===== src/sv/lthc_pkg.sv =====
// ----------------------------------------------------------------------------
// lthc_pkg
// Shared constants, codes and types of the LRU/TTL hash cache.
// ----------------------------------------------------------------------------
package lthc_pkg;

  localparam int ENTRIES     = 256;
  localparam int IDX_W       = $clog2(ENTRIES);
  localparam int LINK_W      = IDX_W + 1;
  localparam int KEY_BYTES   = 8;
  localparam int KEY_W       = 64;
  localparam int LEN_W       = $clog2(KEY_BYTES + 1);
  localparam int BORROW_BITS = 16;
  localparam int TIME_BITS   = 32;
  localparam int HASH_W      = 64;
  localparam int VAL_W       = 32;
  localparam int CAP_W       = 9;
  localparam int TTL_W       = 31;
  localparam int CNT_W       = 32;
  localparam int FUNC_W      = 3;
  localparam int STAT_W      = 3;
  localparam int ADDR_W      = 3;
  localparam int DATA_W      = 32;
  localparam int QUEUE_DEPTH = 2;
  localparam int MOD_STEPS   = HASH_W / 2;
  localparam int MCNT_W      = $clog2(MOD_STEPS);
  localparam int REM_W       = IDX_W + 3;

  localparam logic [LINK_W-1:0] NIL_LINK  = LINK_W'(ENTRIES);
  localparam logic [HASH_W-1:0] HASH_SEED = HASH_W'(5381);
  localparam logic [CAP_W-1:0]  CAP_RESET = CAP_W'(256);
  localparam logic [TTL_W-1:0]  TTL_RESET = TTL_W'(300);

  localparam logic [FUNC_W-1:0] FN_GET     = 3'd0;
  localparam logic [FUNC_W-1:0] FN_PUT     = 3'd1;
  localparam logic [FUNC_W-1:0] FN_RELEASE = 3'd2;
  localparam logic [FUNC_W-1:0] FN_INVAL   = 3'd3;
  localparam logic [FUNC_W-1:0] FN_CLEAR   = 3'd4;

  localparam logic [STAT_W-1:0] ST_OK      = 3'd0;
  localparam logic [STAT_W-1:0] ST_MISS    = 3'd1;
  localparam logic [STAT_W-1:0] ST_EXPIRED = 3'd2;
  localparam logic [STAT_W-1:0] ST_DROPPED = 3'd3;
  localparam logic [STAT_W-1:0] ST_IGNORED = 3'd4;

  localparam logic REG_CAPACITY = 1'b0;
  localparam logic REG_TTL      = 1'b1;

  typedef struct packed {
    logic [FUNC_W-1:0]    func;
    logic [KEY_W-1:0]     key;
    logic [LEN_W-1:0]     len;
    logic [VAL_W-1:0]     handle;
    logic [IDX_W-1:0]     rslot;
    logic [TIME_BITS-1:0] now;
    logic [IDX_W-1:0]     start;
  } item_t;

  function automatic logic [CAP_W-1:0] eff_cap(input logic [CAP_W-1:0] c);
    logic [CAP_W-1:0] r;
    r = c;
    if (c == '0) r = CAP_W'(1);
    else if (c > CAP_W'(ENTRIES)) r = CAP_W'(ENTRIES);
    return r;
  endfunction

endpackage


===== src/sv/lthc_front.sv =====
// ----------------------------------------------------------------------------
// lthc_front
// Accepts items, trims keys at the first zero byte, hashes them one byte a
// cycle and reduces the hash modulo the capacity two bits a cycle.
// ----------------------------------------------------------------------------
module lthc_front (
  input  logic                                 clk,
  input  logic                                 rst_n,
  input  logic                                 in_valid,
  output logic                                 in_ready,
  input  logic [lthc_pkg::FUNC_W-1:0]          in_func,
  input  logic [lthc_pkg::KEY_W-1:0]           in_lookup_key,
  input  logic [lthc_pkg::VAL_W-1:0]           in_value_handle,
  input  logic [lthc_pkg::IDX_W-1:0]           in_release_slot,
  input  logic [lthc_pkg::TIME_BITS-1:0]       in_now_s,
  input  logic [lthc_pkg::CAP_W-1:0]           cap,
  output logic                                 q_valid,
  input  logic                                 q_ready,
  output lthc_pkg::item_t                      q_item
);

  localparam logic [1:0] F_IDLE = 2'd0;
  localparam logic [1:0] F_HASH = 2'd1;
  localparam logic [1:0] F_MOD  = 2'd2;
  localparam logic [1:0] F_PUSH = 2'd3;

  logic [1:0]                        state_r;
  lthc_pkg::item_t                   item_r;
  logic [lthc_pkg::HASH_W-1:0]       hash_r;
  logic [lthc_pkg::KEY_W-1:0]        shk_r;
  logic [lthc_pkg::LEN_W-1:0]        bcnt_r;
  logic [lthc_pkg::MCNT_W-1:0]       mcnt_r;
  logic [lthc_pkg::IDX_W-1:0]        rem_r;

  logic [lthc_pkg::KEY_W-1:0]        nkey;
  logic [lthc_pkg::LEN_W-1:0]        nlen;
  logic                              stop;
  logic [lthc_pkg::HASH_W-1:0]       hash_step;
  logic [lthc_pkg::REM_W-1:0]        r4;
  logic [lthc_pkg::REM_W-1:0]        c1;
  logic [lthc_pkg::REM_W-1:0]        c2;
  logic [lthc_pkg::REM_W-1:0]        c3;
  logic [lthc_pkg::REM_W-1:0]        r4_red;
  logic [lthc_pkg::IDX_W-1:0]        rem_nxt;

  assign in_ready = (state_r == F_IDLE);
  assign q_valid  = (state_r == F_PUSH);
  assign q_item   = item_r;

  // Key bytes after the first zero byte do not belong to the key.
  always_comb begin
    nkey = '0;
    nlen = '0;
    stop = 1'b0;
    for (int i = 0; i < lthc_pkg::KEY_BYTES; i++) begin
      if (!stop) begin
        if (in_lookup_key[lthc_pkg::KEY_W-1-8*i -: 8] == 8'd0) begin
          stop = 1'b1;
        end else begin
          nkey[lthc_pkg::KEY_W-1-8*i -: 8] = in_lookup_key[lthc_pkg::KEY_W-1-8*i -: 8];
          nlen = lthc_pkg::LEN_W'(i + 1);
        end
      end
    end
  end

  assign hash_step = (hash_r << 5) + hash_r
                   + lthc_pkg::HASH_W'(shk_r[lthc_pkg::KEY_W-1 -: 8]);

  // Remainder stays below cap, so after taking two more hash bits at most
  // three subtractions of cap are needed.
  assign r4 = {1'b0, rem_r, hash_r[lthc_pkg::HASH_W-1 -: 2]};
  assign c1 = lthc_pkg::REM_W'(cap);
  assign c2 = c1 << 1;
  assign c3 = c1 + c2;

  always_comb begin
    if (r4 >= c3) r4_red = r4 - c3;
    else if (r4 >= c2) r4_red = r4 - c2;
    else if (r4 >= c1) r4_red = r4 - c1;
    else r4_red = r4;
  end

  assign rem_nxt = r4_red[lthc_pkg::IDX_W-1:0];

  always_ff @(posedge clk) begin
    if (!rst_n) begin
      state_r <= F_IDLE;
    end else begin
      unique case (state_r)
        F_IDLE: begin
          if (in_valid) begin
            item_r.func   <= in_func;
            item_r.key    <= nkey;
            item_r.len    <= nlen;
            item_r.handle <= in_value_handle;
            item_r.rslot  <= in_release_slot;
            item_r.now    <= in_now_s;
            item_r.start  <= '0;
            shk_r         <= nkey;
            hash_r        <= lthc_pkg::HASH_SEED;
            rem_r         <= '0;
            mcnt_r        <= '0;
            bcnt_r        <= '0;
            if (in_func == lthc_pkg::FN_GET || in_func == lthc_pkg::FN_PUT) begin
              state_r <= (nlen != '0) ? F_HASH : F_MOD;
            end else begin
              state_r <= F_PUSH;
            end
          end
        end
        F_HASH: begin
          hash_r <= hash_step;
          shk_r  <= shk_r << 8;
          bcnt_r <= bcnt_r + 1'b1;
          if (bcnt_r + 1'b1 == item_r.len) state_r <= F_MOD;
        end
        F_MOD: begin
          hash_r <= hash_r << 2;
          rem_r  <= rem_nxt;
          mcnt_r <= mcnt_r + 1'b1;
          if (mcnt_r == lthc_pkg::MCNT_W'(lthc_pkg::MOD_STEPS - 1)) begin
            item_r.start <= rem_nxt;
            state_r      <= F_PUSH;
          end
        end
        F_PUSH: begin
          if (q_ready) state_r <= F_IDLE;
        end
        default: state_r <= F_IDLE;
      endcase
    end
  end

endmodule


===== config.mk =====
export PLATFORM = sky130hd
export DESIGN_NAME = lthc_front
export DESIGN_NICKNAME = d
export VERILOG_FILES = /design/src/sv/lthc_pkg.sv /design/src/sv/lthc_front.sv
export SDC_FILE = /design/constraint.sdc
export NUM_CORES = 1
export LEC_CHECK = 0
export BUFFER_PORTS_ARGS = -buffer_cell sky130_fd_sc_hd__clkbuf_2
export CAP_MARGIN = 20
export CORE_MARGIN = 10
export CORE_UTILIZATION = 45
export CTS_CLUSTER_DIAMETER = 50
export DETAILED_ROUTE_END_ITERATION = 8
export PLACE_DENSITY_LB_ADDON = 0.05
export SLEW_MARGIN = 20
export SYNTH_ARGS = -nofsm -noshare
export SYNTH_HDL_FRONTEND = slang
export SYNTH_SLANG_ARGS = --single-unit

===== constraint.sdc =====
create_clock -name clk -period 9 [get_ports clk]
set_input_delay 1.35 -clock clk [delete_from_list [all_inputs] [get_ports clk]]
set_output_delay 1.35 -clock clk [all_outputs]
set_load 0.02 [all_outputs]

**After elaboration in Yosys (flattened, before gate mapping)**

Cells that the tools add are included.

- Div/mod/pow operators: 0
- Add/subtract/negate cells: 8
- Shift-type cells: 0
- Muxes and demuxes: 66
- Multipliers: 0
- Equality and inequality tests: 10
- Bitwise gates (word level): 0
- Magnitude comparators: 3
- Reduce and logical (&&, ||, !) cells: 21

Operators by type and width:

| cell | number |
|---|---|
| 64-bit case mux with 3 select lines | 1 |
| 8-bit 2-to-1 mux | 21 |
| 64-bit 2-to-1 mux | 2 |
| 64-bit case mux with 2 select lines | 1 |
| 64-bit adder | 1 |
| 64-bit by 8-bit adder with 64-bit output | 1 |
| 8-bit logical NOT | 8 |
| 4-bit 2-to-1 mux | 13 |
| 8-bit case mux with 2 select lines | 2 |
| 8-bit subtractor | 3 |
| 2-bit 2-to-1 mux | 8 |
| 1-bit 2-to-1 mux | 14 |
| 3-bit AND reduction | 4 |
| 9-bit by 10-bit adder with 11-bit output | 1 |
| 10-bit by 11-bit greater-or-equal comparator with 1-bit output | 1 |
| 10-bit greater-or-equal comparator | 1 |
| 10-bit by 9-bit greater-or-equal comparator with 1-bit output | 1 |
| 5-bit case mux with 2 select lines | 1 |
| 2-bit case mux with 4 select lines | 1 |
| 4-bit case mux with 2 select lines | 1 |
| 4-bit AND reduction | 2 |
| 2-bit inequality test, second input constant | 3 |
| 5-bit by 1-bit adder with 5-bit output, second input constant | 1 |
| 5-bit equality test, second input constant | 1 |
| 13 further kinds | 15 |

- Flip-flop bits (word level): 298
- Bits in latches: 0
- Bits in read-only memories: 0
- Memories kept: 0
- Input port bits: 152
- Memory bits (writable): 0
- Logic and storage cells: 121

**Logic depth before layout (Yosys ltp)**

Gate-level depths: netlist (run 1).

- Depth in word-level cells: 21
- Depth in mapped cells: 20

**Worst setup path before layout (run 1)**

No wires, ideal clock.

- Path type: input -> register
- Start point: in in_valid
- End point: reg bcnt_r[0] (netlist bit), enable pin
- Setup time: 599 ps
- Arrival: 6311 ps
- Cell stages on the path: 2
- Buffers on the path: 0
- Required time: 8401 ps
- Setup slack: 2090 ps
- Cells stage by stage: nand2_1 a21boi_0

- Longest elaborated chain between the ends: 2

Ends and longest elaborated chain:

| what | line | text |
|---|---|---|
| start, declared | lthc_front.sv:9 | `input logic in_valid,` |
| 2-bit inequality test (no source line) | - |  |
| 3-bit AND reduction (no source line) | - |  |
| end signal, assigned | lthc_front.sv:115 | `bcnt_r <= bcnt_r + 1'b1;` |
| end, declared | lthc_front.sv:31 | `logic [lthc_pkg::LEN_W-1:0] bcnt_r;` |

Every way passes these cells.
A chain may end at the register's enable or synchronous reset.

**Final worst setup path (run 1)**

- Start point: in cap[0] (netlist bit)
- End point: reg rem_r[1] (netlist bit) (data pin)

- Longest elaborated chain between the ends: 5

Ends and longest elaborated chain:

| what | line | text |
|---|---|---|
| start, declared | lthc_front.sv:16 | `input logic [lthc_pkg::CAP_W-1:0] cap,` |
| parallel branches: the longest is 3 deep, another holds 9-bit by 10-bit adder with 11-bit output | - |  |
| 8-bit 2-to-1 mux (*) | lthc_front.sv:78 | `if (r4 >= c3) r4_red = r4 - c3;` |
| 8-bit case mux with 2 select lines (*) | lthc_front.sv:90 | `unique case (state_r)` |
| end signal, assigned | lthc_front.sv:120 | `rem_r <= rem_nxt;` |
| end, declared | lthc_front.sv:33 | `logic [lthc_pkg::IDX_W-1:0] rem_r;` |

Mark *: on every way between the ends.

==> summary.md, run 1 <==
| Metric | Value |
|---|---|
| TritonCTS clock tree | built |
| Fin crit share | 49.3% |
| Reg2reg end | hash_r[60] |
| Setup tns final | 0 ns |
| Hold Path Class | reg -> reg |
| EDFF count, synth | 296 |
| Final WL | 47500 µm |
| Antenna diodes | 0 |
| Clock sinks | 298 |
| Initial DRC count | 701 |
| Commonest non-fill, non-tap cell in the layout | clkbuf_2 |
| # hold bufs at CTS | 0 |
| Largest net degree at the start of global routing | 69 |
| WL/cell | 20.2 µm |
| Worst skew pair latency | 0.56 ns |
| Startpoint Class | input pin |
| Slew @ Worst Pin | 0.922 ns |
| Layout area overhead | 19.0% |
| Fraction of layout instances using a drive strength above 1 | 24.3% |
| Data required, critical path | 9.38 ns |
| Setup violations, final | 0 |
| Sw Pwr | 2360 µW |
| Fillers | 3491 |
| DR pass1 iterations | 5 |
| R2R Path Start | hash_r[5] |
| Gr usage total | 19.9% |
| Fmax | 225 MHz |
| Synth unique cells | 62 |
| Primary FF master, synth | edfxtp_1 |
| Avg Synthesized Cell Area | 11.5 µm² |
| Vias in the first global route | 12900 |
| Die Wd | 217 µm |
| Run status | finished, final reports clean |
| Crit path max fanout | 16 |
| R2R cell count | 14 |
| Via density | 5.39 |
| Num ports | 305 |
| Seq pwr share | 32.5% |
| Clk buf depth | 3 |
| Remaining DRCs | 0 |
| Setup CP Type | in -> reg |
| Syn Nets | 1847 |
| Pre-CTS setup slack | 3.99 ns |
| Tmin final | 4.44 ns |
| Post-Syn Area | 17400 µm² |
| Hold Path Sink | state_r[1] |
| First-pass GRT wire length | 74400 µm |
| Critical path endpoint category | flop |
| Via count | 12700 |
| Register area share after synthesis | 51.2% |
| Flop-to-flop setup slack | 4.75 ns |
| Num CTS Buffers | 39 |
| Ys Warns | 0 |
| Max-Cap Viols | 0 |
| Root buffer cell | clkbuf_16 |
| Clock-pin slew on the worst setup and hold paths | 0.06 ns |
| Fin util | 54.0% |
| Synthesized instance count | 1521 |
| Initial core utilization | 45.4% |
| Final worst setup slack | 4.56 ns |
| Fin. Hold Viols | 0 |
| Nets | 2127 |
| PortBufs | 304 |
| Hold Path Depth | 2 |
| Pleak | 0.00856 µW |
| Buffer count from post-CTS setup fixing | 0 |
| HPWL Detailed | 36300 µm |
| Commonest cells after routing, fill and taps aside | clkbuf_2 (304), edfxtp_1 (296), ha_1 (165) |
| Final antenna-violating net count | 0 |
| Final GP Congestion | 0.885 |
| CTS resizes | 0 |
| Sw Ratio | 38.0% |
| Synthesized flop and latch total | 298 |
| H-tree Lvls | 2 |
| Power Dens Cells | 298 nW/µm² |
| CP Data Arrival Time | 4.81 ns |
| Asr flop ratio synth | 0% |
| Die footprint | 47000 µm² |
| Rel. slew slack | 38.6% |
| Die height | 217 µm |
| Final Total Pwr | 6200 µW |
| Slew Viols, Final | 0 |
| Internal power | 3840 µW |
| Critical hold path startpoint | state_r[1] |
| # rows | 72 |
| Fin Clk Skew | 0.0261 ns |
| RSZ-0062 raised after global routing | no |
| Remaining Overflow, GRT | 0 |
| Comb power frac | 42.1% |
| Antenna violations before repair | 0 |
| Clock power frac | 25.5% |
| Worst vdd ir | 0.165 mV |
| Core region area | 38500 µm² |
[power by group through the flow]
stage / registers (µW) / logic (µW) / clock network, µW
floorplan: 2100 / 1880 / 0
finish: 2010 / 2610 / 1580
global route: 2030 / 2920 / 1680
detailed placement: 2040 / 2600 / 0
global placement: 2040 / 2590 / 0
CTS: 2010 / 2620 / 1620
[sequential cells by signal (all words and copies together) (netlist names)]
name	cells
bcnt_r	4
hash_r	64
mcnt_r	5
q_item	151
rem_r	8
shk_r	64
state_r	2
[how the worst max path moves through the flow]
| stage | start | end | slack (ns) | cells after the start |
|---|---|---|---|---|
| 2_1_floorplan | in_valid | bcnt_r[0] | 2.09 | 2 |
| 3_5_place_dp | cap[0] | q_item[1] | 3.99 | 19 |
| 4_1_cts | cap[0] | rem_r[1] | 4.58 | 19 |
| 3_3_place_gp | cap[0] | q_item[1] | 4.13 | 19 |
| 5_1_grt | cap[0] | q_item[7] | 4.34 | 18 |
| 6_report | cap[0] | rem_r[1] | 4.56 | 19 |
[metal layers]
metal  part of all wire [%]  track usage, %  wire [µm]  vias to the layer above
met2                     47            32.1      22500                      303
met1                     45            26.5      21400                     6062
met3                    6.1            4.58       2920                       52
met4                    1.7            4.99        787                        0
li1                       -               -          -                     6258
met5                      0               0          0                        -
[synthesized netlist by cell type, drive strengths merged (11+ instances only)]
library cell | instances | area share (%)
edfxtp | 296 | 51
a22oi | 20 | 0.86
ha | 166 | 12
nor2 | 70 | 1.5
nand3 | 22 | 0.63
a21oi | 111 | 3.2
nor4 | 17 | 0.61
clkbuf | 61 | 1.3
o21bai | 17 | 0.73
xor2 | 32 | 1.6
nor2b | 38 | 1.4
and2 | 44 | 1.6
mux2 | 56 | 3.6
inv | 48 | 1.0
xnor2 | 59 | 3.0
nand4 | 27 | 0.97
nor3 | 11 | 0.32
and3 | 41 | 1.5
buf | 13 | 0.37
a21o | 36 | 1.5
nand2 | 129 | 2.8
o21ai | 91 | 2.7
[stage by stage]
step	instances	hold slack, ns	area, µm²
floorplan	1521	0.474	17400
global placement	2278	0.496	19400
detailed placement	2278	0.510	19400
CTS	2350	0.516	20800
global route	2350	0.546	20800
finish	2350	0.514	20800
[worst max-delay path, stage by stage]
cell	delay, ns
clkbuf_2	0.13
ha_1	0.18
inv_1	0.06
fa_1	0.39
inv_1	0.07
a21oi_1	0.05
o21ai_0	0.25
a21oi_1	0.11
o21bai_1	0.22
a21oi_1	0.11
nor2_1	0.09
nor2_1	0.06
xnor2_1	0.13
ha_1	0.28
a21oi_1	0.05
or2_2	0.27
a221o_1	0.47
or2_2	0.36
a21oi_1	0.19
[cells by family (layout without fill, tap and decap cells)]
family / after synthesis / in the layout / share of synthesized area (%)
AOI/OAI and AO/OA: 343 / 343 / 12.2
buffers and inverters: 122 / 433 / 2.71
xor gates and xnor gates: 91 / 91 / 4.57
muxes: 65 / 65 / 4.13
adders and majority gates: 174 / 174 / 12.8
and+or+nand+nor: 428 / 428 / 12.4
DFF: 298 / 298 / 51.2
[cell type report]
type	count	area, µm²	share of cell area (%)
clock buffers	45	1040	5.00
clock inverters	27	294	1.42
inverters	48	180	0.868
multi-input cells	1101	8080	38.9
flip-flops and latches	298	8930	43.0
well taps	518	648	3.12
repair buffers	313	1590	7.65
Note: power is estimated with default switching activity, not from simulation.
==> run 2: changes to the inputs <==
Settings changed: ABC_AREA from default to 1.
Clock period 9 ns to 4.4 ns, I/O delays scaled along.
==> run 2 against run 1 <==
Hold slack lost 0.23 ns. Core utilization shrank 0.98 points. Final area grew 12%. Routed wire length grew 25%. Critical path depth is the same. Combinational power grew to 3.4 times the previous value. Via count grew 37%. Register-to-register slack lost 3.6 ns. Cell count grew 47%. Count of clock-buffer cells in the layout grew 2. First-iteration DRC count grew 75%. Non-clock buffer count grew 3. Critical path type unchanged. Critical endpoint is now rem_r[2]. Largest power group unchanged. Highest routed layer unchanged.
==> summary.md, run 2 <==
| Metric | Value |
|---|---|
| Fmax | 287 MHz |
| Commonest non-fill, non-tap cell in the layout | nand2_1 |
| Cell Area, Placed | 22100 µm² |
| Rel. slew slack | 39.5% |
| Most frequent cell after synthesis | nand2_1 |
| Worst skew pair latency | 0.56 ns |
| Synth unique cells | 47 |
| Remaining DRCs | 0 |
| Slew Viols, Final | 0 |
| Fin crit share | 79.2% |
| Final WL | 59500 µm |
| Remaining Overflow, GRT | 0 |
| Data required, critical path | 4.66 ns |
| Synthesized instance count | 2523 |
| TritonCTS clock tree | built |
| Primary FF master, synth | edfxtp_1 |
| PortBufs | 304 |
| Via count | 17400 |
| Antenna violations before repair | 0 |
| Initial core utilization | 45.3% |
| Fin util | 53.0% |
| Nets | 3159 |
| Fin. Hold Viols | 0 |
| Tmin final | 3.49 ns |
| Max-Cap Viols | 0 |
| Initial DRC count | 1229 |
| Vias in the first global route | 17400 |
| Worst vdd ir | 0.531 mV |
| Startpoint Class | input pin |
| Buffer count from post-CTS setup fixing | 0 |
| Commonest cells after routing, fill and taps aside | nand2_1 (868), inv_1 (424), clkbuf_2 (304) |
| Biggest area consumer among synthesized cells | edfxtp_1 |
| Gr usage total | 22.0% |
| Ranking of synthesized cells by area | edfxtp_1 (45%), nand2_1 (16%), ha_1 (10%) |
| Synth top area share | 44.6% |
| Hold Path Class | in -> reg |
| Setup tns final | 0 ns |
| Slew @ Worst Pin | 0.908 ns |
| Max incr delay on CP | 0.41 ns |
| Setup violations, final | 0 |
| Synth cell count leaders | nand2_1 (868), inv_1 (424), edfxtp_1 (296) |
| Clock sinks | 298 |
| Final antenna-violating net count | 0 |
| WL/cell | 17.2 µm |
| Die height | 230 µm |
| First-pass GRT wire length | 94000 µm |
| Num CTS Buffers | 39 |
| Fraction of layout instances using a drive strength above 1 | 15.0% |
| Register area share after synthesis | 44.8% |
| CTS resizes | 0 |
| Pleak | 0.0116 µW |
| Setup CP Type | in -> reg |
| Crit-path cells | clkbuf_2, ha_1, inv_1, fa_1, o21ai_0, a21oi_1, o21ai_0, nand2_1, nand2_1, a21oi_1, xor2_1, ha_1, nand2_1, inv_1, nand4_1, o21ai_2, o21ai_0, nand2_1, a21oi_1 |
| DR pass1 iterations | 6 |
| R2R cell count | 13 |
| # hold bufs at CTS | 0 |
| Antenna diodes | 0 |
| Crit path max fanout | 8 |
| HPWL Detailed | 47100 µm |
| Root buffer cell | clkbuf_16 |
| Num ports | 305 |
| Die footprint | 53100 µm² |
| CP Data Arrival Time | 3.75 ns |
| Run status | finished, final reports clean |
| Post-Syn Area | 19900 µm² |
| Core region area | 44000 µm² |
| Syn Nets | 2849 |
| Final GP Congestion | 0.983 |
| Asr flop ratio synth | 0% |
| Power Dens Cells | 704 nW/µm² |
| # rows | 77 |
| Clk buf depth | 3 |
| Ys Warns | 0 |
| Clock-pin slew on the worst setup and hold paths | 0.06 ns |
| H-tree Lvls | 2 |
| Via density | 5.03 |
| Fin Clk Skew | 0.0245 ns |
| Critical path endpoint category | flop |
| Avg Synthesized Cell Area | 7.90 µm² |
| Critical path's slowest cell | fa_1 |
| RSZ-0062 raised after global routing | no |
| CP most frequent cell | nand2_1 |
| Final Cell Area | 23300 µm² |
| Largest net degree at the start of global routing | 99 |
| Max reg flops | 151 |
| Synthesized flop and latch total | 298 |
| Hold Path Depth | 1 |
| Die Wd | 230 µm |
| Layout area overhead | 17.1% |
| Final Total Pwr | 16400 µW |
| EDFF count, synth | 296 |
[run 2: cell types whose count changed in the layout (fill, tap and decap cells not counted), moves of 13 or more]
cell     change
mux2_2      -56
a22oi_1     -18
nor2_2      +13
nor2_1     +130
and2_1      -36
o21ai_1     -16
a21oi_1     +56
a21o_1      -31
and3_1      -40
inv_1      +376
nor2b_1     -38
xnor2_1     -53
nand2_1    +740
nand3_1     +81
[run 2: routing by layer]
layer | wire (µm) | GRT usage [%]
met1 | 25900 | 28.2
met5 | 0 | 0
met3 | 3450 | 4.11
met2 | 28900 | 37.5
met4 | 1260 | 5.53
[run 2: cells by family (layout without fill, tap and decap cells)]
kind of cell / after synthesis / after routing / synth area share (%)
and+or+nand+nor: 1289 / 1289 / 26.8
buffers and inverters: 476 / 815 / 9.12
DFF: 298 / 298 / 44.8
AOI/OAI and AO/OA: 259 / 259 / 6.86
xor gates and xnor gates: 27 / 27 / 1.19
adders and majority gates: 174 / 174 / 11.2
[run 2: critical path, delay by kind of cell]
kind,cells,cell delay (ns)
compound gates,7,1.32
fa+ha+maj,3,0.92
simple gates,5,0.44
buf+inv,3,0.27
xor+xnor,1,0.14
[run 2: path summary, 6_finish.rpt]
| path | from | endpoint | slack [ns] |
|---|---|---|---|
| max | cap[0] | rem_r[2] | 0.91 |
| min | in_value_handle[11] | q_item[59] | 0.28 |
| max reg2reg | hash_r[1] | hash_r[61] | 1.18 |
| min reg2reg | shk_r[41] | shk_r[49] | 0.52 |
[run 2: area by class of cell]
cell class	count	area, µm²
repair buffers	316	1620
multi-input cells	1749	9230
flip-flops and latches	298	8930
clock inverters	23	194
well taps	592	741
fillers	4343	20700
clock buffers	47	1010
inverters	429	1610
[run 2: stage by stage]
| step | setup slack (ns) | hold slack [ns] | instances |
|---|---|---|---|
| 6_report | 0.913 | 0.284 | 3454 |
| 5_1_grt | 0.567 | 0.264 | 3454 |
| 4_1_cts | 0.943 | 0.253 | 3454 |
| 3_5_place_dp | 0.390 | 0.505 | 3384 |
| 3_3_place_gp | 0.464 | 0.501 | 3384 |
| 2_1_floorplan | 0.288 | 0.495 | 2523 |
[run 2: power by group]
group / internal, µW / leakage [µW] / switching (µW)
combinational: 2690 / 0.00818 / 6130
sequential: 4130 / 0.00281 / 471
clock: 1760 / 0.000582 / 1240
total: 8590 / 0.0116 / 7840
