[src/sv/lthc_pkg.sv]
// ----------------------------------------------------------------------------
// lthc_pkg
// Shared constants, codes and types of the LRU/TTL hash cache.
// ----------------------------------------------------------------------------
package lthc_pkg;

  localparam int ENTRIES     = 256;
  localparam int IDX_W       = $clog2(ENTRIES);
  localparam int LINK_W      = IDX_W + 1;
  localparam int KEY_BYTES   = 8;
  localparam int KEY_W       = 64;
  localparam int LEN_W       = $clog2(KEY_BYTES + 1);
  localparam int BORROW_BITS = 16;
  localparam int TIME_BITS   = 32;
  localparam int HASH_W      = 64;
  localparam int VAL_W       = 32;
  localparam int CAP_W       = 9;
  localparam int TTL_W       = 31;
  localparam int CNT_W       = 32;
  localparam int FUNC_W      = 3;
  localparam int STAT_W      = 3;
  localparam int ADDR_W      = 3;
  localparam int DATA_W      = 32;
  localparam int QUEUE_DEPTH = 2;
  localparam int MOD_STEPS   = HASH_W / 2;
  localparam int MCNT_W      = $clog2(MOD_STEPS);
  localparam int REM_W       = IDX_W + 3;

  localparam logic [LINK_W-1:0] NIL_LINK  = LINK_W'(ENTRIES);
  localparam logic [HASH_W-1:0] HASH_SEED = HASH_W'(5381);
  localparam logic [CAP_W-1:0]  CAP_RESET = CAP_W'(256);
  localparam logic [TTL_W-1:0]  TTL_RESET = TTL_W'(300);

  localparam logic [FUNC_W-1:0] FN_GET     = 3'd0;
  localparam logic [FUNC_W-1:0] FN_PUT     = 3'd1;
  localparam logic [FUNC_W-1:0] FN_RELEASE = 3'd2;
  localparam logic [FUNC_W-1:0] FN_INVAL   = 3'd3;
  localparam logic [FUNC_W-1:0] FN_CLEAR   = 3'd4;

  localparam logic [STAT_W-1:0] ST_OK      = 3'd0;
  localparam logic [STAT_W-1:0] ST_MISS    = 3'd1;
  localparam logic [STAT_W-1:0] ST_EXPIRED = 3'd2;
  localparam logic [STAT_W-1:0] ST_DROPPED = 3'd3;
  localparam logic [STAT_W-1:0] ST_IGNORED = 3'd4;

  localparam logic REG_CAPACITY = 1'b0;
  localparam logic REG_TTL      = 1'b1;

  typedef struct packed {
    logic [FUNC_W-1:0]    func;
    logic [KEY_W-1:0]     key;
    logic [LEN_W-1:0]     len;
    logic [VAL_W-1:0]     handle;
    logic [IDX_W-1:0]     rslot;
    logic [TIME_BITS-1:0] now;
    logic [IDX_W-1:0]     start;
  } item_t;

  function automatic logic [CAP_W-1:0] eff_cap(input logic [CAP_W-1:0] c);
    logic [CAP_W-1:0] r;
    r = c;
    if (c == '0) r = CAP_W'(1);
    else if (c > CAP_W'(ENTRIES)) r = CAP_W'(ENTRIES);
    return r;
  endfunction

endpackage

[src/sv/lthc_queue.sv]
// ----------------------------------------------------------------------------
// lthc_queue
// Small FIFO of classified items between the front and the back part.
// ----------------------------------------------------------------------------
module lthc_queue (
  input  logic                 clk,
  input  logic                 rst_n,
  input  logic                 push_valid,
  output logic                 push_ready,
  input  lthc_pkg::item_t      push_item,
  output logic                 pop_valid,
  input  logic                 pop_ready,
  output lthc_pkg::item_t      pop_item
);

  localparam int PTR_W = $clog2(lthc_pkg::QUEUE_DEPTH);
  localparam int CNT_W = $clog2(lthc_pkg::QUEUE_DEPTH + 1);

  lthc_pkg::item_t   slot_r [lthc_pkg::QUEUE_DEPTH];
  logic [PTR_W-1:0]  wptr_r;
  logic [PTR_W-1:0]  rptr_r;
  logic [CNT_W-1:0]  cnt_r;
  logic              do_push;
  logic              do_pop;

  assign push_ready = (cnt_r != CNT_W'(lthc_pkg::QUEUE_DEPTH));
  assign pop_valid  = (cnt_r != '0);
  assign pop_item   = slot_r[rptr_r];
  assign do_push    = push_valid && push_ready;
  assign do_pop     = pop_valid && pop_ready;

  // Depth is a power of two, so the pointers wrap on their own.
  always_ff @(posedge clk) begin
    if (!rst_n) begin
      wptr_r <= '0;
      rptr_r <= '0;
      cnt_r  <= '0;
    end else begin
      if (do_push) begin
        slot_r[wptr_r] <= push_item;
        wptr_r         <= wptr_r + 1'b1;
      end
      if (do_pop) rptr_r <= rptr_r + 1'b1;
      if (do_push && !do_pop) cnt_r <= cnt_r + 1'b1;
      else if (!do_push && do_pop) cnt_r <= cnt_r - 1'b1;
    end
  end

endmodule

[config.mk]
export PLATFORM = sky130hd
export DESIGN_NAME = lthc_queue
export DESIGN_NICKNAME = d
export VERILOG_FILES = /design/src/sv/lthc_pkg.sv /design/src/sv/lthc_queue.sv
export SDC_FILE = /design/constraint.sdc
export NUM_CORES = 1
export LEC_CHECK = 0
export BUFFER_PORTS_ARGS = -buffer_cell sky130_fd_sc_hd__buf_2
export CORE_MARGIN = 1
export CORE_UTILIZATION = 50
export CTS_CLUSTER_SIZE = 40
export DETAILED_ROUTE_END_ITERATION = 16
export HOLD_SLACK_MARGIN = 0.08
export PLACE_DENSITY = 0.73
export SLEW_MARGIN = 0
export SYNTH_ARGS = -nofsm -noshare
export SYNTH_HDL_FRONTEND = slang
export SYNTH_SLANG_ARGS = --single-unit
[constraint.sdc]
create_clock -name clk -period 19.45 [get_ports clk]
set_input_delay 0.9725 -clock clk [delete_from_list [all_inputs] [get_ports clk]]
set_output_delay 0.9725 -clock clk [all_outputs]
set_load 0.03 [all_outputs]
[After elaboration in Yosys (flattened, before gate mapping)]
Memories as Yosys holds them, arrays and structs flattened. A register that Yosys moved wholly into a read port is not among the register bits.
Cells that the tools add are included.
Cells by class
  add/subtract/negate cells: 4
  $mul: 0
  divide/modulo/power cells: 0
  order comparisons: 0
  equal/unequal tests: 1
  shifts and indexed selects: 0
  muxes and demuxes: 7
  bitwise gates (word level): 0
  reductions and logical operators: 8
Operators by type and width (number)
  $mux W1: 5
  $logic_and A1 B1 Y1: 4
  $mux W2: 2
  $reduce_bool A2 Y1: 2
  $add A1 B1 Y1 const B: 2
  $add A2 B1 Y2 const B: 1
  $logic_not A1 Y1: 2
  $ne A2 B2 Y1 const B: 1
  $sub A2 B1 Y2 const B: 1
Word-level totals
  register bits after elaboration: 4
  bits in latches: 0
  RAM bits: 302
  ROM bits: 0
  memories kept: 1
Memory list
  slot_r: depth 2, bits a word 151, rd ports 1, clocked after memory_dff 1, wr ports 1, RTL line lthc_queue.sv:19  | lthc_pkg::item_t slot_r [lthc_pkg::QUEUE_DEPTH];

[Logic depth before layout (Yosys ltp)]
Gate-level depths: netlist of run 1.
  word-level depth: 6
  mapped depth: 6

[Worst setup path before layout of run 1]
No wires, ideal clock.
  kind: input to register
  start point: in rst_n
  end point: mem slot_r[0][0] in the netlist's numbering (enable)
  setup time: 0.663 ns
  arrival: 7.317 ns
  data required time: 18.787 ns
  setup slack: 11.469 ns
  cell stages on the path: 2
  path through: nand3_1 nor2_1
Between the ends
  word-level cells in the longest chain between the ends: 2
RTL lines
  from (decl): RTL line lthc_queue.sv:7  | input logic rst_n,
  $mux W1: RTL line lthc_queue.sv:34  | if (!rst_n) begin
  $mux W1 (not written as such): RTL line lthc_queue.sv:40  | slot_r[wptr_r] <= push_item;
  to (decl): RTL line lthc_queue.sv:19
Every way passes these cells.

==> results of run 1 <==
## worst max-delay path: stages, from the launching register on
cell,delay [ns]
sky130_fd_sc_hd__dfxtp_4,0.71
sky130_fd_sc_hd__buf_4,0.82
sky130_fd_sc_hd__mux2_2,0.43
sky130_fd_sc_hd__buf_2,0.18
## logic make-up (layout without fill, tap and decap cells)
kind of cell / after synthesis / in the layout / share of synthesized area
XOR/XNOR: 3 / 3 / 0.00229
buffers and inverters: 19 / 367 / 0.0140
AND/OR/NAND/NOR: 11 / 11 / 0.00544
multiplexers: 151 / 151 / 0.177
flip-flops: 307 / 307 / 0.797
adder cells (fa/ha/maj): 1 / 1 / 0.00109
AO/OA/AOI/OAI: 5 / 5 / 0.00261
other: 0 / 1 / 0
## final cells by class
class                           count  area (sq um)  share of cell area
Sequential cell                   307          9170               0.644
Multi-Input combinational cell    171          2180               0.153
Timing Repair Buffer              312          1570               0.111
Clock buffer                       35           791              0.0555
Tap cell                          285           357              0.0250
Clock inverter                     18           158              0.0111
Inverter                            2          7.51            0.000527
Antenna cell                        1          2.50            0.000176
## registers in the layout, summed over array words and instances (netlist names), named ones only
signal,count
cnt_r,2
rptr_r,1
slot_r,302
wptr_r,1
## layout by cell type (no fill, tap or decap)
| cell type | n |
|---|---|
| sky130_fd_sc_hd__and3_4 | 1 |
| sky130_fd_sc_hd__or3_1 | 2 |
| sky130_fd_sc_hd__nor2_1 | 1 |
| sky130_fd_sc_hd__diode_2 | 1 |
| sky130_fd_sc_hd__mux2_2 | 61 |
| sky130_fd_sc_hd__inv_1 | 2 |
| sky130_fd_sc_hd__inv_6 | 1 |
| sky130_fd_sc_hd__dfxtp_1 | 4 |
| sky130_fd_sc_hd__mux2_4 | 90 |
| sky130_fd_sc_hd__nor2b_1 | 1 |
| sky130_fd_sc_hd__a21boi_1 | 2 |
| sky130_fd_sc_hd__o21ai_0 | 2 |
| sky130_fd_sc_hd__bufinv_16 | 3 |
| sky130_fd_sc_hd__nor2_4 | 1 |
| sky130_fd_sc_hd__and2_1 | 3 |
| sky130_fd_sc_hd__xor2_1 | 1 |
| sky130_fd_sc_hd__buf_2 | 307 |
| sky130_fd_sc_hd__edfxtp_1 | 302 |
| sky130_fd_sc_hd__o21ai_1 | 1 |
| sky130_fd_sc_hd__buf_4 | 5 |
| sky130_fd_sc_hd__nand3_1 | 1 |
| sky130_fd_sc_hd__dfxtp_4 | 1 |
| sky130_fd_sc_hd__clkbuf_1 | 4 |
| sky130_fd_sc_hd__clkinv_1 | 9 |
| sky130_fd_sc_hd__clkinv_2 | 5 |
| sky130_fd_sc_hd__or2_2 | 1 |
| sky130_fd_sc_hd__xnor2_1 | 2 |
| sky130_fd_sc_hd__clkbuf_16 | 31 |
| sky130_fd_sc_hd__ha_1 | 1 |
## layer usage
metal / track usage / up-vias / wire length, microns
met5: 0 / - / 37
li1: - / 2633 / -
met3: 0.0623 / 45 / 2280
met4: 0.0595 / 6 / 548
met1: 0.216 / 2787 / 8200
met2: 0.300 / 276 / 10500
## path summary, 6_finish.rpt
check | to | slack (ns)
min | cnt_r[1] | 0.53
max reg2reg | slot_r[1][89] | 16.40
max | pop_item[146] | 15.69
min reg2reg | cnt_r[1] | 0.53
## where the power goes
part,switching [uW],internal (uW),leakage [uW]
clock network,229,327,0.000467
registers,25.7,787,0.00281
logic,318,204,0.00216
total,573,1320,0.00544
## metrics by stage
| stage | setup WS, ns | total power, uW |
|---|---|---|
| 3_3_place_gp | 15.90 | 1340 |
| 2_1_floorplan | 11.47 | 1240 |
| 5_1_grt | 15.51 | 1960 |
| 4_1_cts | 15.58 | 1910 |
| 3_5_place_dp | 15.77 | 1360 |
| 6_report | 15.69 | 1890 |
==> flow_summary.html, run 1 <==
<table>
<tr><th>Metric</th><th>Value</th></tr>
<tr><th colspan="2">Setup path</th></tr>
<tr><td>Startpoint-to-endpoint class of the critical path</td><td>reg -&gt; out</td></tr>
<tr><td>Maximum fanout along the worst path</td><td>68</td></tr>
<tr><td>Startpoint type of the worst setup path</td><td>flop</td></tr>
<tr><td>Crit. End Element</td><td>output pin</td></tr>
<tr><td>FF-to-FF path depth</td><td>4</td></tr>
<tr><td>WP data required</td><td>18.48 ns</td></tr>
<tr><td>Critical R2R Launch</td><td>cnt_r[0]</td></tr>
<tr><td>Worst EP arrival</td><td>2.79 ns</td></tr>
<tr><th colspan="2">Logic synthesis</th></tr>
<tr><td>Proportion of netlist area held by the largest area contributor</td><td>0.789</td></tr>
<tr><td>Post-Synthesis Cell Area</td><td>11500 sq um</td></tr>
<tr><td>Number of flops mapped to enable cells by yosys</td><td>302</td></tr>
<tr><td>Yosys reg bits</td><td>307</td></tr>
<tr><td>Total of warnings raised by yosys</td><td>0</td></tr>
<tr><td>Top post-synthesis cells by area</td><td>sky130_fd_sc_hd__edfxtp_1 (79%), sky130_fd_sc_hd__mux2_4 (12%), sky130_fd_sc_hd__mux2_2 (6.0%)</td></tr>
<tr><td>Post-synthesis average cell area</td><td>23.1 sq um</td></tr>
<tr><td>Cells after synthesis</td><td>497</td></tr>
<tr><td>Cell with the most instances after synthesis</td><td>sky130_fd_sc_hd__edfxtp_1</td></tr>
<tr><td>Count of distinct cell types in the synthesized netlist</td><td>20</td></tr>
<tr><td>Post-synthesis sequential area ratio</td><td>0.797</td></tr>
<tr><td>Commonest cells post-synth</td><td>sky130_fd_sc_hd__edfxtp_1 (302), sky130_fd_sc_hd__mux2_4 (90), sky130_fd_sc_hd__mux2_2 (61), sky130_fd_sc_hd__buf_6 (11), sky130_fd_sc_hd__buf_2 (6)</td></tr>
<tr><td>Commonest register cell after synthesis</td><td>sky130_fd_sc_hd__edfxtp_1</td></tr>
<tr><td>Synth async-reset ratio</td><td>0</td></tr>
<tr><td>Mapped Nets</td><td>653</td></tr>
<tr><td>Largest area contributor in the synthesized netlist</td><td>sky130_fd_sc_hd__edfxtp_1</td></tr>
<tr><th colspan="2">Placed design</th></tr>
<tr><td>Number of placed instances, taps included</td><td>1077</td></tr>
<tr><td>IO Port Bufs</td><td>307</td></tr>
<tr><td>Cell area reported after detailed placement</td><td>13300 sq um</td></tr>
<tr><td>HPWL Detailed</td><td>14500 microns</td></tr>
<tr><td>Final Wtd Congestion</td><td>0.746</td></tr>
<tr><th colspan="2">Clock tree</th></tr>
<tr><td>Cell at the root of the clock tree</td><td>sky130_fd_sc_hd__clkbuf_16</td></tr>
<tr><td>CTS tree</td><td>done</td></tr>
<tr><td>Max Buffers Root-to-Sink</td><td>3</td></tr>
<tr><td>Total setup buffers inserted after CTS</td><td>0</td></tr>
<tr><td>Hold buffer count at cts</td><td>0</td></tr>
<tr><td>TritonCTS Buffers</td><td>30</td></tr>
<tr><td>Clock latency at the later pin of the worst-skew pair</td><td>0.55 ns</td></tr>
<tr><td>H-tree lvl count</td><td>1</td></tr>
<tr><td>Clock edge transition at the registers on the reported setup and hold paths</td><td>0.06 ns</td></tr>
<tr><td>Number of sinks driven by the clock tree</td><td>307</td></tr>
<tr><td>Number of gates resized after cts</td><td>0</td></tr>
<tr><th colspan="2">Route</th></tr>
<tr><td>Initial DRC Count</td><td>305</td></tr>
<tr><td>Number of vias per cell after detailed routing</td><td>5.08</td></tr>
<tr><td>Routed vias</td><td>5747</td></tr>
<tr><td>Wire per inst</td><td>19.1 microns</td></tr>
<tr><td>DR DRC count</td><td>0</td></tr>
<tr><td>Drt total wl</td><td>21600 microns</td></tr>
<tr><td>Number of nets with antenna violations after routing</td><td>0</td></tr>
<tr><td>Total iterations of the first detailed-routing run</td><td>4</td></tr>
<tr><th colspan="2">Status</th></tr>
<tr><td>Outcome</td><td>complete, no violations</td></tr>
<tr><th colspan="2">Die</th></tr>
<tr><td>Die Span X</td><td>154 microns</td></tr>
<tr><td>Die H</td><td>154 microns</td></tr>
<tr><td>Total I/O pin count</td><td>308</td></tr>
<tr><td>Total core area</td><td>22600 sq um</td></tr>
<tr><td>Starting density of the core</td><td>0.509</td></tr>
<tr><td>Number of placement rows</td><td>55</td></tr>
<tr><td>Area enclosed by the die boundary</td><td>23600 sq um</td></tr>
<tr><th colspan="2">STA</th></tr>
<tr><td>Relative slew margins</td><td>0.242</td></tr>
<tr><td>Pins Over Slew Limit</td><td>0</td></tr>
<tr><td>Share of the clock period used by the worst path</td><td>0.193</td></tr>
<tr><td>Fin Clk Skew</td><td>0.0250 ns</td></tr>
<tr><td>Actual slew at the worst max-slew pin</td><td>1.13 ns</td></tr>
<tr><td>Time the final worst path needs with I/O delays and setup</td><td>3.76 ns</td></tr>
<tr><td>Achievable frequency</td><td>266 MHz</td></tr>
<tr><td>Setup total negative slack</td><td>0 ns</td></tr>
<tr><td>Hold violation count in the final report</td><td>0</td></tr>
<tr><td>Setup repair after global routing missed its margin</td><td>false</td></tr>
<tr><td>Worst hold slack across all endpoints</td><td>0.531 ns</td></tr>
<tr><td>Final setup fails</td><td>0</td></tr>
<tr><th colspan="2">Power</th></tr>
<tr><td>Leakage dissipation</td><td>0.00544 uW</td></tr>
<tr><td>VDD IR-drop max</td><td>0.0000878 V</td></tr>
<tr><td>Power per unit of standard cell area</td><td>133 nW/um^2</td></tr>
<tr><th colspan="2">Min path</th></tr>
<tr><td>Startpoint of the most critical hold path</td><td>cnt_r[1]</td></tr>
<tr><td>Worst Hold Depth</td><td>2</td></tr>
<tr><td>Min-Delay Path Class</td><td>reg -&gt; reg</td></tr>
<tr><th colspan="2">Final layout</th></tr>
<tr><td>Final instance area</td><td>14200 sq um</td></tr>
<tr><td>Final Instance Count excl. Fillers</td><td>1131</td></tr>
<tr><td>Share of cells above drive strength 1</td><td>0.600</td></tr>
<tr><td>Area added between synthesis and finish</td><td>23.9%</td></tr>
<tr><td>Fill cell total of the finished layout</td><td>1624</td></tr>
<tr><td>Layout Nets</td><td>980</td></tr>
<tr><td>Utilization after layout</td><td>0.631</td></tr>
<tr><th colspan="2">Run</th></tr>
<tr><td>Number of max-cap violations</td><td>0</td></tr>
<tr><th colspan="2">Global routing</th></tr>
<tr><td>GR Util All Layers</td><td>0.179</td></tr>
<tr><td>Via count of the first global-routing pass</td><td>6039</td></tr>
<tr><td>Number of antenna violations at the first check in global routing</td><td>4</td></tr>
<tr><td>Total congestion overflow after global routing</td><td>0</td></tr>
<tr><td>First-pass GRT wire length</td><td>32400 microns</td></tr>
<tr><td>Largest net degree at the start of global routing</td><td>78</td></tr>
</table>
Power figures use the tool's default switching activity.
==> run 2, diff against run 1 <==
- ABC_AREA: default -> 1
- CORE_UTILIZATION: 50 -> 47
- PLACE_DENSITY: 0.73 -> 0.72
- clock period: 19.45 -> 3.2 ns (I/O delays scaled with it)
==> flow_summary.html, run 2 <==
<table>
<tr><th>Metric</th><th>Value</th></tr>
<tr><th colspan="2">Route</th></tr>
<tr><td>Wire per inst</td><td>18.0 microns (-5.4%)</td></tr>
<tr><td>Drt total wl</td><td>24100 microns (+12%)</td></tr>
<tr><td>Total iterations of the first detailed-routing run</td><td>4 (unchanged)</td></tr>
<tr><td>DR DRC count</td><td>0 (unchanged)</td></tr>
<tr><td>Number of nets with antenna violations after routing</td><td>0 (unchanged)</td></tr>
<tr><td>Routed vias</td><td>6358 (+11%)</td></tr>
<tr><td>Initial DRC Count</td><td>330 (+8.2%)</td></tr>
<tr><td>Number of vias per cell after detailed routing</td><td>4.76 (-6.3%)</td></tr>
<tr><th colspan="2">Clock tree</th></tr>
<tr><td>Total setup buffers inserted after CTS</td><td>0 (unchanged)</td></tr>
<tr><td>TritonCTS Buffers</td><td>30 (unchanged)</td></tr>
<tr><td>Number of gates resized after cts</td><td>0 (unchanged)</td></tr>
<tr><td>Clock latency at the later pin of the worst-skew pair</td><td>0.54 ns (about the same)</td></tr>
<tr><td>Number of sinks driven by the clock tree</td><td>307 (unchanged)</td></tr>
<tr><td>Cell at the root of the clock tree</td><td>sky130_fd_sc_hd__clkbuf_16</td></tr>
<tr><td>CTS tree</td><td>done</td></tr>
<tr><td>H-tree lvl count</td><td>1 (unchanged)</td></tr>
<tr><td>Max Buffers Root-to-Sink</td><td>3 (unchanged)</td></tr>
<tr><td>Clock edge transition at the registers on the reported setup and hold paths</td><td>0.06 ns (about the same)</td></tr>
<tr><td>Hold buffer count at cts</td><td>154 (+154)</td></tr>
<tr><th colspan="2">Logic synthesis</th></tr>
<tr><td>Proportion of netlist area held by the largest area contributor</td><td>0.788 (about the same)</td></tr>
<tr><td>Yosys reg bits</td><td>307 (unchanged)</td></tr>
<tr><td>Synth async-reset ratio</td><td>0 (unchanged)</td></tr>
<tr><td>Count of distinct cell types in the synthesized netlist</td><td>16 (-20%)</td></tr>
<tr><td>Largest area contributor in the synthesized netlist</td><td>sky130_fd_sc_hd__edfxtp_1</td></tr>
<tr><td>Post-synthesis average cell area</td><td>22.6 sq um (-2.1%)</td></tr>
<tr><td>Total of warnings raised by yosys</td><td>0 (unchanged)</td></tr>
<tr><td>Mapped Nets</td><td>664 (+1.7%)</td></tr>
<tr><td>Post-Synthesis Cell Area</td><td>11500 sq um (about the same)</td></tr>
<tr><td>Cells after synthesis</td><td>508 (+2.2%)</td></tr>
<tr><td>Top post-synthesis cells by area</td><td>sky130_fd_sc_hd__edfxtp_1 (79%), sky130_fd_sc_hd__mux2_4 (12%), sky130_fd_sc_hd__mux2_2 (6.0%)</td></tr>
<tr><td>Cell with the most instances after synthesis</td><td>sky130_fd_sc_hd__edfxtp_1</td></tr>
<tr><td>Post-synthesis sequential area ratio</td><td>0.797 (about the same)</td></tr>
<tr><td>Commonest cells post-synth</td><td>sky130_fd_sc_hd__edfxtp_1 (302), sky130_fd_sc_hd__mux2_4 (90), sky130_fd_sc_hd__mux2_2 (61), sky130_fd_sc_hd__buf_6 (11), sky130_fd_sc_hd__nand2_1 (11)</td></tr>
<tr><td>Commonest register cell after synthesis</td><td>sky130_fd_sc_hd__edfxtp_1</td></tr>
<tr><td>Number of flops mapped to enable cells by yosys</td><td>302 (unchanged)</td></tr>
<tr><th colspan="2">Setup path</th></tr>
<tr><td>Startpoint-to-endpoint class of the critical path</td><td>reg -&gt; out</td></tr>
<tr><td>Slowest cell on the critical path</td><td>sky130_fd_sc_hd__dfxtp_4</td></tr>
<tr><td>WP data required</td><td>3.04 ns (-15.44 ns)</td></tr>
<tr><td>WP buf/inv</td><td>2 (unchanged)</td></tr>
<tr><td>Kind of cell adding the most delay to the critical path</td><td>flip-flops</td></tr>
<tr><td>Cell-by-cell trace of the critical path</td><td>buf_12 &gt; mux2_2 &gt; buf_2</td></tr>
<tr><td>Maximum fanout along the worst path</td><td>64 (-5.9%)</td></tr>
<tr><td>Largest stage delay, worst path</td><td>0.60 ns (-0.22 ns)</td></tr>
<tr><td>Startpoint type of the worst setup path</td><td>flop</td></tr>
<tr><td>Crit. End Element</td><td>output pin</td></tr>
<tr><td>Worst EP arrival</td><td>2.19 ns (-0.60 ns)</td></tr>
<tr><th colspan="2">STA</th></tr>
<tr><td>Share of the clock period used by the worst path</td><td>0.735</td></tr>
<tr><td>Hold violation count in the final report</td><td>0 (unchanged)</td></tr>
<tr><td>Worst hold slack across all endpoints</td><td>0.328 ns (-0.203 ns)</td></tr>
<tr><td>Setup repair after global routing missed its margin</td><td>false</td></tr>
<tr><td>Setup total negative slack</td><td>0 ns (unchanged)</td></tr>
<tr><td>Fin Clk Skew</td><td>0.00476 ns (-0.0203 ns)</td></tr>
<tr><td>Achievable frequency</td><td>425 MHz</td></tr>
<tr><td>Relative slew margins</td><td>0.641 (+0.399)</td></tr>
<tr><td>Final setup fails</td><td>0 (unchanged)</td></tr>
<tr><td>Actual slew at the worst max-slew pin</td><td>0.538 ns (-0.596 ns)</td></tr>
<tr><td>Pins Over Slew Limit</td><td>0 (unchanged)</td></tr>
<tr><td>Time the final worst path needs with I/O delays and setup</td><td>2.35 ns</td></tr>
<tr><th colspan="2">Min path</th></tr>
<tr><td>Min-Delay Path Class</td><td>in -&gt; reg</td></tr>
<tr><th colspan="2">Final layout</th></tr>
<tr><td>Commonest non-fill, non-tap cells in the layout</td><td>sky130_fd_sc_hd__buf_2 (307), sky130_fd_sc_hd__edfxtp_1 (302), sky130_fd_sc_hd__dlygate4sd3_1 (154), sky130_fd_sc_hd__mux2_4 (90), sky130_fd_sc_hd__mux2_2 (61)</td></tr>
<tr><td>Multi-input logic area</td><td>2190 sq um (+0.17%)</td></tr>
<tr><td>Utilization after layout</td><td>0.673 (+0.0418)</td></tr>
<tr><td>Fill cell total of the finished layout</td><td>1531 (-5.7%)</td></tr>
<tr><td>Layout Nets</td><td>1147 (+17%)</td></tr>
<tr><td>Largest register FFs</td><td>302 (unchanged)</td></tr>
<tr><td>Register with the most flip-flops</td><td>slot_r</td></tr>
<tr><td>Biggest registers after layout</td><td>slot_r (302), cnt_r (2)</td></tr>
<tr><td>Share of cells above drive strength 1</td><td>0.508 (-0.0921)</td></tr>
<tr><td>Area added between synthesis and finish</td><td>38.9%</td></tr>
<tr><td>Register area</td><td>9170 sq um (about the same)</td></tr>
<tr><td>Most common cell after layout, fill and taps aside</td><td>sky130_fd_sc_hd__buf_2</td></tr>
<tr><th colspan="2">Die</th></tr>
<tr><td>Total I/O pin count</td><td>308 (unchanged)</td></tr>
<tr><td>Number of placement rows</td><td>56 (+1.8%)</td></tr>
<tr><td>Starting density of the core</td><td>0.484 (-0.0251)</td></tr>
<tr><td>Die Span X</td><td>158 microns (+3.1%)</td></tr>
<tr><td>Area enclosed by the die boundary</td><td>25100 sq um (+6.4%)</td></tr>
<tr><td>Die H</td><td>158 microns (+3.1%)</td></tr>
<tr><td>Total core area</td><td>23800 sq um (+5.2%)</td></tr>
<tr><th colspan="2">Power</th></tr>
<tr><td>Power per unit of standard cell area</td><td>710 nW/um^2 (+430%)</td></tr>
<tr><td>Int Pwr</td><td>8060 uW (+510%)</td></tr>
<tr><td>Logic pwr share</td><td>0.263 (-0.013)</td></tr>
<tr><td>Proportion of power drawn by the clock network</td><td>0.304 (+0.010)</td></tr>
<tr><td>Switching Power</td><td>3290 uW (+470%)</td></tr>
<tr><td>Total power consumption of the routed design</td><td>11400 uW (+500%)</td></tr>
<tr><td>VDD IR-drop max</td><td>0.000593 V (+570%)</td></tr>
<tr><td>Leakage dissipation</td><td>0.00617 uW (+14%)</td></tr>
<tr><td>Share of total power consumed by net switching</td><td>0.290 (-0.0132)</td></tr>
<tr><td>Part of the total power dissipated in sequential elements</td><td>0.433 (+0.003)</td></tr>
<tr><th colspan="2">Global routing</th></tr>
<tr><td>Via count of the first global-routing pass</td><td>6613 (+9.5%)</td></tr>
<tr><td>Largest net degree at the start of global routing</td><td>87 (+12%)</td></tr>
<tr><td>GR Util All Layers</td><td>0.184 (+0.00478)</td></tr>
<tr><td>First-pass GRT wire length</td><td>34700 microns (+7.1%)</td></tr>
<tr><td>Number of antenna violations at the first check in global routing</td><td>1 (-3)</td></tr>
<tr><td>Total congestion overflow after global routing</td><td>0 (unchanged)</td></tr>
<tr><th colspan="2">Placed design</th></tr>
<tr><td>IO Port Bufs</td><td>307 (unchanged)</td></tr>
<tr><td>Final Wtd Congestion</td><td>0.719 (-3.6%)</td></tr>
<tr><td>HPWL Detailed</td><td>14300 microns (-1.3%)</td></tr>
<tr><th colspan="2">Run</th></tr>
<tr><td>Number of max-cap violations</td><td>0 (unchanged)</td></tr>
<tr><th colspan="2">Status</th></tr>
<tr><td>Outcome</td><td>complete, no violations</td></tr>
</table>
[run 2: worst register-to-register path: stages, from the launching register on]
cell and delay (ns):
sky130_fd_sc_hd__dfxtp_2 0.35, sky130_fd_sc_hd__inv_2 0.07, sky130_fd_sc_hd__nand2_4 0.08, sky130_fd_sc_hd__nand2_4 0.06, sky130_fd_sc_hd__inv_1 0.08, sky130_fd_sc_hd__nand2_2 0.08
sky130_fd_sc_hd__nor2_4 0.17, sky130_fd_sc_hd__buf_12 0.36
[run 2: routing by layer]
metal,vias to the layer above,GRT usage,wire length [microns]
li1,2972,-,-
met1,3111,0.215,9530
met2,245,0.332,12300
met3,30,0.0468,1710
met4,0,0.0508,511
met5,-,0,0
[run 2: kinds of logic (layout without fill, tap and decap cells)]
logic type,count (synthesis),after routing,share of synthesized area
AND/OR/NAND/NOR,19,19,0.00663
other,0,2,0
buffers and inverters,26,532,0.0163
AO/OA/AOI/OAI,4,4,0.00196
flip-flops,307,307,0.797
adder cells (fa/ha/maj),1,1,0.00109
multiplexers,151,151,0.177
[run 2: area by class of cell]
class                      count  share of cell area
timing repair buffer         468               0.201
sequential                   307               0.574
inverter                       9             0.00211
clock inverter                19              0.0116
tap                          319              0.0250
multi-input combinational    175               0.137
clock buffer                  36              0.0497
antenna                        2            0.000313
[run 2: final timing paths]
check | from | end | slack, ns | cells after the start
min | push_item[123] | slot_r[0][123] | 0.33 | 2
max reg2reg | cnt_r[0] | slot_r[0][13] | 1.49 | 7
min reg2reg | wptr_r | wptr_r | 0.47 | 2
max | flop | pop_item[147] | 0.85 | 3
[run 2: power groups by stage]
stage          logic [uW]  clock network (uW)  registers, uW
2_1_floorplan        2180                   0           4960
3_3_place_gp         2820                   0           4980
3_5_place_dp         2830                   0           5000
4_1_cts              3000                3530           4920
5_1_grt              3160                3670           4940
6_report             2980                3450           4920
[run 2: through the flow]
step,setup WS (ns),instances,area (sq um)
after floorplan,-1.43,508,11500
after global placement,1.42,1124,13500
after detailed placement,1.43,1124,13500
after CTS,0.829,1333,16000
after global routing,0.751,1334,16000
final,0.847,1335,16000
==> run 3, diff against run 2 <==
- CORE_UTILIZATION: 47 -> 50
- PLACE_DENSITY: 0.72 -> 0.73
- clock period: 3.2 -> 2.4 ns (I/O delays scaled with it)
==> flow_summary.html, run 3 (synthesis gave the netlist of run 2 again) <==
<table>
<tr><th>Metric</th><th>Value</th></tr>
<tr><th colspan="2">STA</th></tr>
<tr><td>Achievable frequency</td><td>440 MHz</td></tr>
<tr><td>Share of the clock period used by the worst path</td><td>0.946</td></tr>
<tr><td>Fin Clk Skew</td><td>0.0125 ns (+0.00769 ns)</td></tr>
<tr><td>Time the final worst path needs with I/O delays and setup</td><td>2.27 ns</td></tr>
<tr><td>Hold violation count in the final report</td><td>0 (unchanged)</td></tr>
<tr><td>Final setup fails</td><td>0 (unchanged)</td></tr>
<tr><td>Setup repair after global routing missed its margin</td><td>false</td></tr>
<tr><td>Setup total negative slack</td><td>0 ns (unchanged)</td></tr>
<tr><td>Pins Over Slew Limit</td><td>0 (unchanged)</td></tr>
<tr><td>Relative slew margins</td><td>0.664 (+0.0230)</td></tr>
<tr><td>Actual slew at the worst max-slew pin</td><td>0.504 ns (-0.0345 ns)</td></tr>
<tr><th colspan="2">Global routing</th></tr>
<tr><td>Largest net degree at the start of global routing</td><td>86 (-1.1%)</td></tr>
<tr><td>GR Util All Layers</td><td>0.203 (+0.0195)</td></tr>
<tr><td>Via count of the first global-routing pass</td><td>6970 (+5.4%)</td></tr>
<tr><td>Number of antenna violations at the first check in global routing</td><td>0 (-1)</td></tr>
<tr><td>Total congestion overflow after global routing</td><td>0 (unchanged)</td></tr>
<tr><td>First-pass GRT wire length</td><td>37000 microns (+6.6%)</td></tr>
<tr><th colspan="2">Clock tree</th></tr>
<tr><td>Clock edge transition at the registers on the reported setup and hold paths</td><td>0.06 ns (about the same)</td></tr>
<tr><td>Hold buffer count at cts</td><td>154 (unchanged)</td></tr>
<tr><td>Cell at the root of the clock tree</td><td>sky130_fd_sc_hd__clkbuf_16</td></tr>
<tr><td>TritonCTS Buffers</td><td>30 (unchanged)</td></tr>
<tr><td>Number of sinks driven by the clock tree</td><td>307 (unchanged)</td></tr>
<tr><td>CTS tree</td><td>done</td></tr>
<tr><td>H-tree lvl count</td><td>1 (unchanged)</td></tr>
<tr><td>Total setup buffers inserted after CTS</td><td>0 (unchanged)</td></tr>
<tr><td>Clock latency at the later pin of the worst-skew pair</td><td>0.54 ns (about the same)</td></tr>
<tr><td>Number of gates resized after cts</td><td>0 (unchanged)</td></tr>
<tr><td>Max Buffers Root-to-Sink</td><td>3 (unchanged)</td></tr>
<tr><th colspan="2">Power</th></tr>
<tr><td>VDD IR-drop max</td><td>0.000621 V (+4.7%)</td></tr>
<tr><td>Leakage dissipation</td><td>0.00620 uW (+0.41%)</td></tr>
<tr><td>Share of total power consumed by net switching</td><td>0.289 (-0.000530)</td></tr>
<tr><td>Part of the total power dissipated in sequential elements</td><td>0.429 (-0.004)</td></tr>
<tr><td>Switching Power</td><td>4420 uW (+34%)</td></tr>
<tr><td>Power per unit of standard cell area</td><td>958 nW/um^2 (+35%)</td></tr>
<tr><td>Logic pwr share</td><td>0.263 (about the same)</td></tr>
<tr><td>Int Pwr</td><td>10900 uW (+35%)</td></tr>
<tr><td>Proportion of power drawn by the clock network</td><td>0.308 (+0.004)</td></tr>
<tr><th colspan="2">Setup path</th></tr>
<tr><td>Startpoint-to-endpoint class of the critical path</td><td>reg -&gt; out</td></tr>
<tr><td>Total number of cells along the worst setup path</td><td>3 (unchanged)</td></tr>
<tr><td>Capture point of the worst reg-to-reg path</td><td>slot_r[0][99]</td></tr>
<tr><td>Maximum fanout along the worst path</td><td>50 (-22%)</td></tr>
<tr><td>Timing endpoint of the critical path</td><td>pop_item[13]</td></tr>
<tr><td>Largest stage delay, worst path</td><td>0.63 ns (+0.03 ns)</td></tr>
<tr><td>Worst EP arrival</td><td>2.15 ns (-0.04 ns)</td></tr>
<tr><td>Startpoint type of the worst setup path</td><td>flop</td></tr>
<tr><td>FF-to-FF path depth</td><td>7 (unchanged)</td></tr>
<tr><td>Reg2reg setup slack</td><td>0.69 ns (-0.80 ns)</td></tr>
<tr><td>Crit. End Element</td><td>output pin</td></tr>
<tr><td>Kind of cell adding the most delay to the critical path</td><td>flip-flops</td></tr>
<tr><td>Critical R2R Launch</td><td>cnt_r[0]</td></tr>
<tr><td>WP data required</td><td>2.28 ns (-0.76 ns)</td></tr>
<tr><td>WP buf/inv</td><td>2 (unchanged)</td></tr>
<tr><td>Cell-by-cell trace of the critical path</td><td>buf_12 &gt; mux2_2 &gt; buf_2</td></tr>
<tr><td>Slowest cell on the critical path</td><td>sky130_fd_sc_hd__dfxtp_4</td></tr>
<tr><th colspan="2">Route</th></tr>
<tr><td>Drt total wl</td><td>24400 microns (+1.3%)</td></tr>
<tr><td>Total iterations of the first detailed-routing run</td><td>4 (unchanged)</td></tr>
<tr><td>Routed vias</td><td>6410 (+0.82%)</td></tr>
<tr><td>Number of vias per cell after detailed routing</td><td>4.93 (+3.5%)</td></tr>
<tr><td>Initial DRC Count</td><td>326 (-1.2%)</td></tr>
<tr><td>Number of nets with antenna violations after routing</td><td>0 (unchanged)</td></tr>
<tr><td>DR DRC count</td><td>0 (unchanged)</td></tr>
<tr><td>Wire per inst</td><td>18.8 microns (+4.0%)</td></tr>
<tr><th colspan="2">Placed design</th></tr>
<tr><td>IO Port Bufs</td><td>307 (unchanged)</td></tr>
<tr><td>HPWL Detailed</td><td>15000 microns (+5.0%)</td></tr>
<tr><td>Final Wtd Congestion</td><td>0.751 (+4.4%)</td></tr>
<tr><th colspan="2">Final layout</th></tr>
<tr><td>Multi-input logic area</td><td>2190 sq um (unchanged)</td></tr>
<tr><td>Inserted Diodes</td><td>0 (-2)</td></tr>
<tr><td>Register area</td><td>9170 sq um (unchanged)</td></tr>
<tr><td>Biggest registers after layout</td><td>slot_r (302), cnt_r (2)</td></tr>
<tr><td>Largest register FFs</td><td>302 (unchanged)</td></tr>
<tr><td>Register with the most flip-flops</td><td>slot_r</td></tr>
<tr><td>Utilization after layout</td><td>0.708 (+0.0349)</td></tr>
<tr><td>Commonest non-fill, non-tap cells in the layout</td><td>sky130_fd_sc_hd__buf_2 (307), sky130_fd_sc_hd__edfxtp_1 (302), sky130_fd_sc_hd__dlygate4sd3_1 (154), sky130_fd_sc_hd__mux2_4 (90), sky130_fd_sc_hd__mux2_2 (61)</td></tr>
<tr><td>Share of cells above drive strength 1</td><td>0.511 (+0.00344)</td></tr>
<tr><td>Most common cell after layout, fill and taps aside</td><td>sky130_fd_sc_hd__buf_2</td></tr>
<tr><td>Fill cell total of the finished layout</td><td>1399 (-8.6%)</td></tr>
<tr><td>Area added between synthesis and finish</td><td>38.9% (about the same)</td></tr>
<tr><td>Layout Nets</td><td>1150 (+0.26%)</td></tr>
<tr><th colspan="2">Die</th></tr>
<tr><td>Total I/O pin count</td><td>308 (unchanged)</td></tr>
<tr><td>Die Span X</td><td>154 microns (-3.0%)</td></tr>
<tr><td>Starting density of the core</td><td>0.510 (+0.0253)</td></tr>
<tr><td>Die H</td><td>154 microns (-3.0%)</td></tr>
<tr><td>Number of placement rows</td><td>55 (-1.8%)</td></tr>
<tr><td>Area enclosed by the die boundary</td><td>23600 sq um (-5.9%)</td></tr>
<tr><td>Total core area</td><td>22600 sq um (-5.0%)</td></tr>
<tr><th colspan="2">Min path</th></tr>
<tr><td>Worst Hold Depth</td><td>2 (unchanged)</td></tr>
<tr><td>Min-Delay Path Class</td><td>in -&gt; reg</td></tr>
<tr><th colspan="2">Status</th></tr>
<tr><td>Outcome</td><td>complete, no violations</td></tr>
<tr><th colspan="2">Run</th></tr>
<tr><td>Number of max-cap violations</td><td>0 (unchanged)</td></tr>
</table>
==> run 3: cell type report <==
type	count	share of cell area
Clock buffer	35	0.0495
Tap cell	285	0.0223
Clock inverter	18	0.0130
Multi-Input combinational cell	175	0.137
Timing Repair Buffer	471	0.202
Inverter	9	0.00211
Sequential cell	307	0.574
==> run 3: worst min-delay path by stage <==
stage	startpoint	to	slack, ns
global placement	push_item[105]	slot_r[0][105]	0.31
detailed placement	push_item[0]	slot_r[0][0]	0.31
finish	push_item[13]	slot_r[0][13]	0.31
global route	push_item[74]	slot_r[1][74]	0.29
floorplan	push_item[0]	slot_r[0][0]	0.22
CTS	push_item[1]	slot_r[1][1]	0.28
==> run 3: power groups by stage <==
stage | sequential, uW | combinational, uW | clock (uW)
2_1_floorplan | 6610 | 2910 | 0
3_3_place_gp | 6640 | 3760 | 0
3_5_place_dp | 6680 | 3810 | 0
4_1_cts | 6560 | 4030 | 4790
5_1_grt | 6600 | 4230 | 5010
6_report | 6560 | 4020 | 4710
==> run 3: metrics by stage <==
step | instances | area [sq um] | worst slack [ns] | power, uW | hold slack [ns]
after global routing | 1300 | 16000 | 0.0322 | 15800 | 0.293
after floorplan | 508 | 11500 | -2.23 | 9520 | 0.219
after CTS | 1300 | 16000 | 0.105 | 15400 | 0.279
after global placement | 1093 | 13400 | 0.715 | 10400 | 0.307
after detailed placement | 1093 | 13400 | 0.686 | 10500 | 0.311
final | 1300 | 16000 | 0.129 | 15300 | 0.308
==> run 3: metal layers <==
metal / wire [microns] / part of all wire / GRT usage
met1: 9730 / 0.40 / 0.245
met2: 12400 / 0.51 / 0.366
met3: 1730 / 0.071 / 0.0471
met4: 464 / 0.019 / 0.0529
met5: 0 / 0 / 0
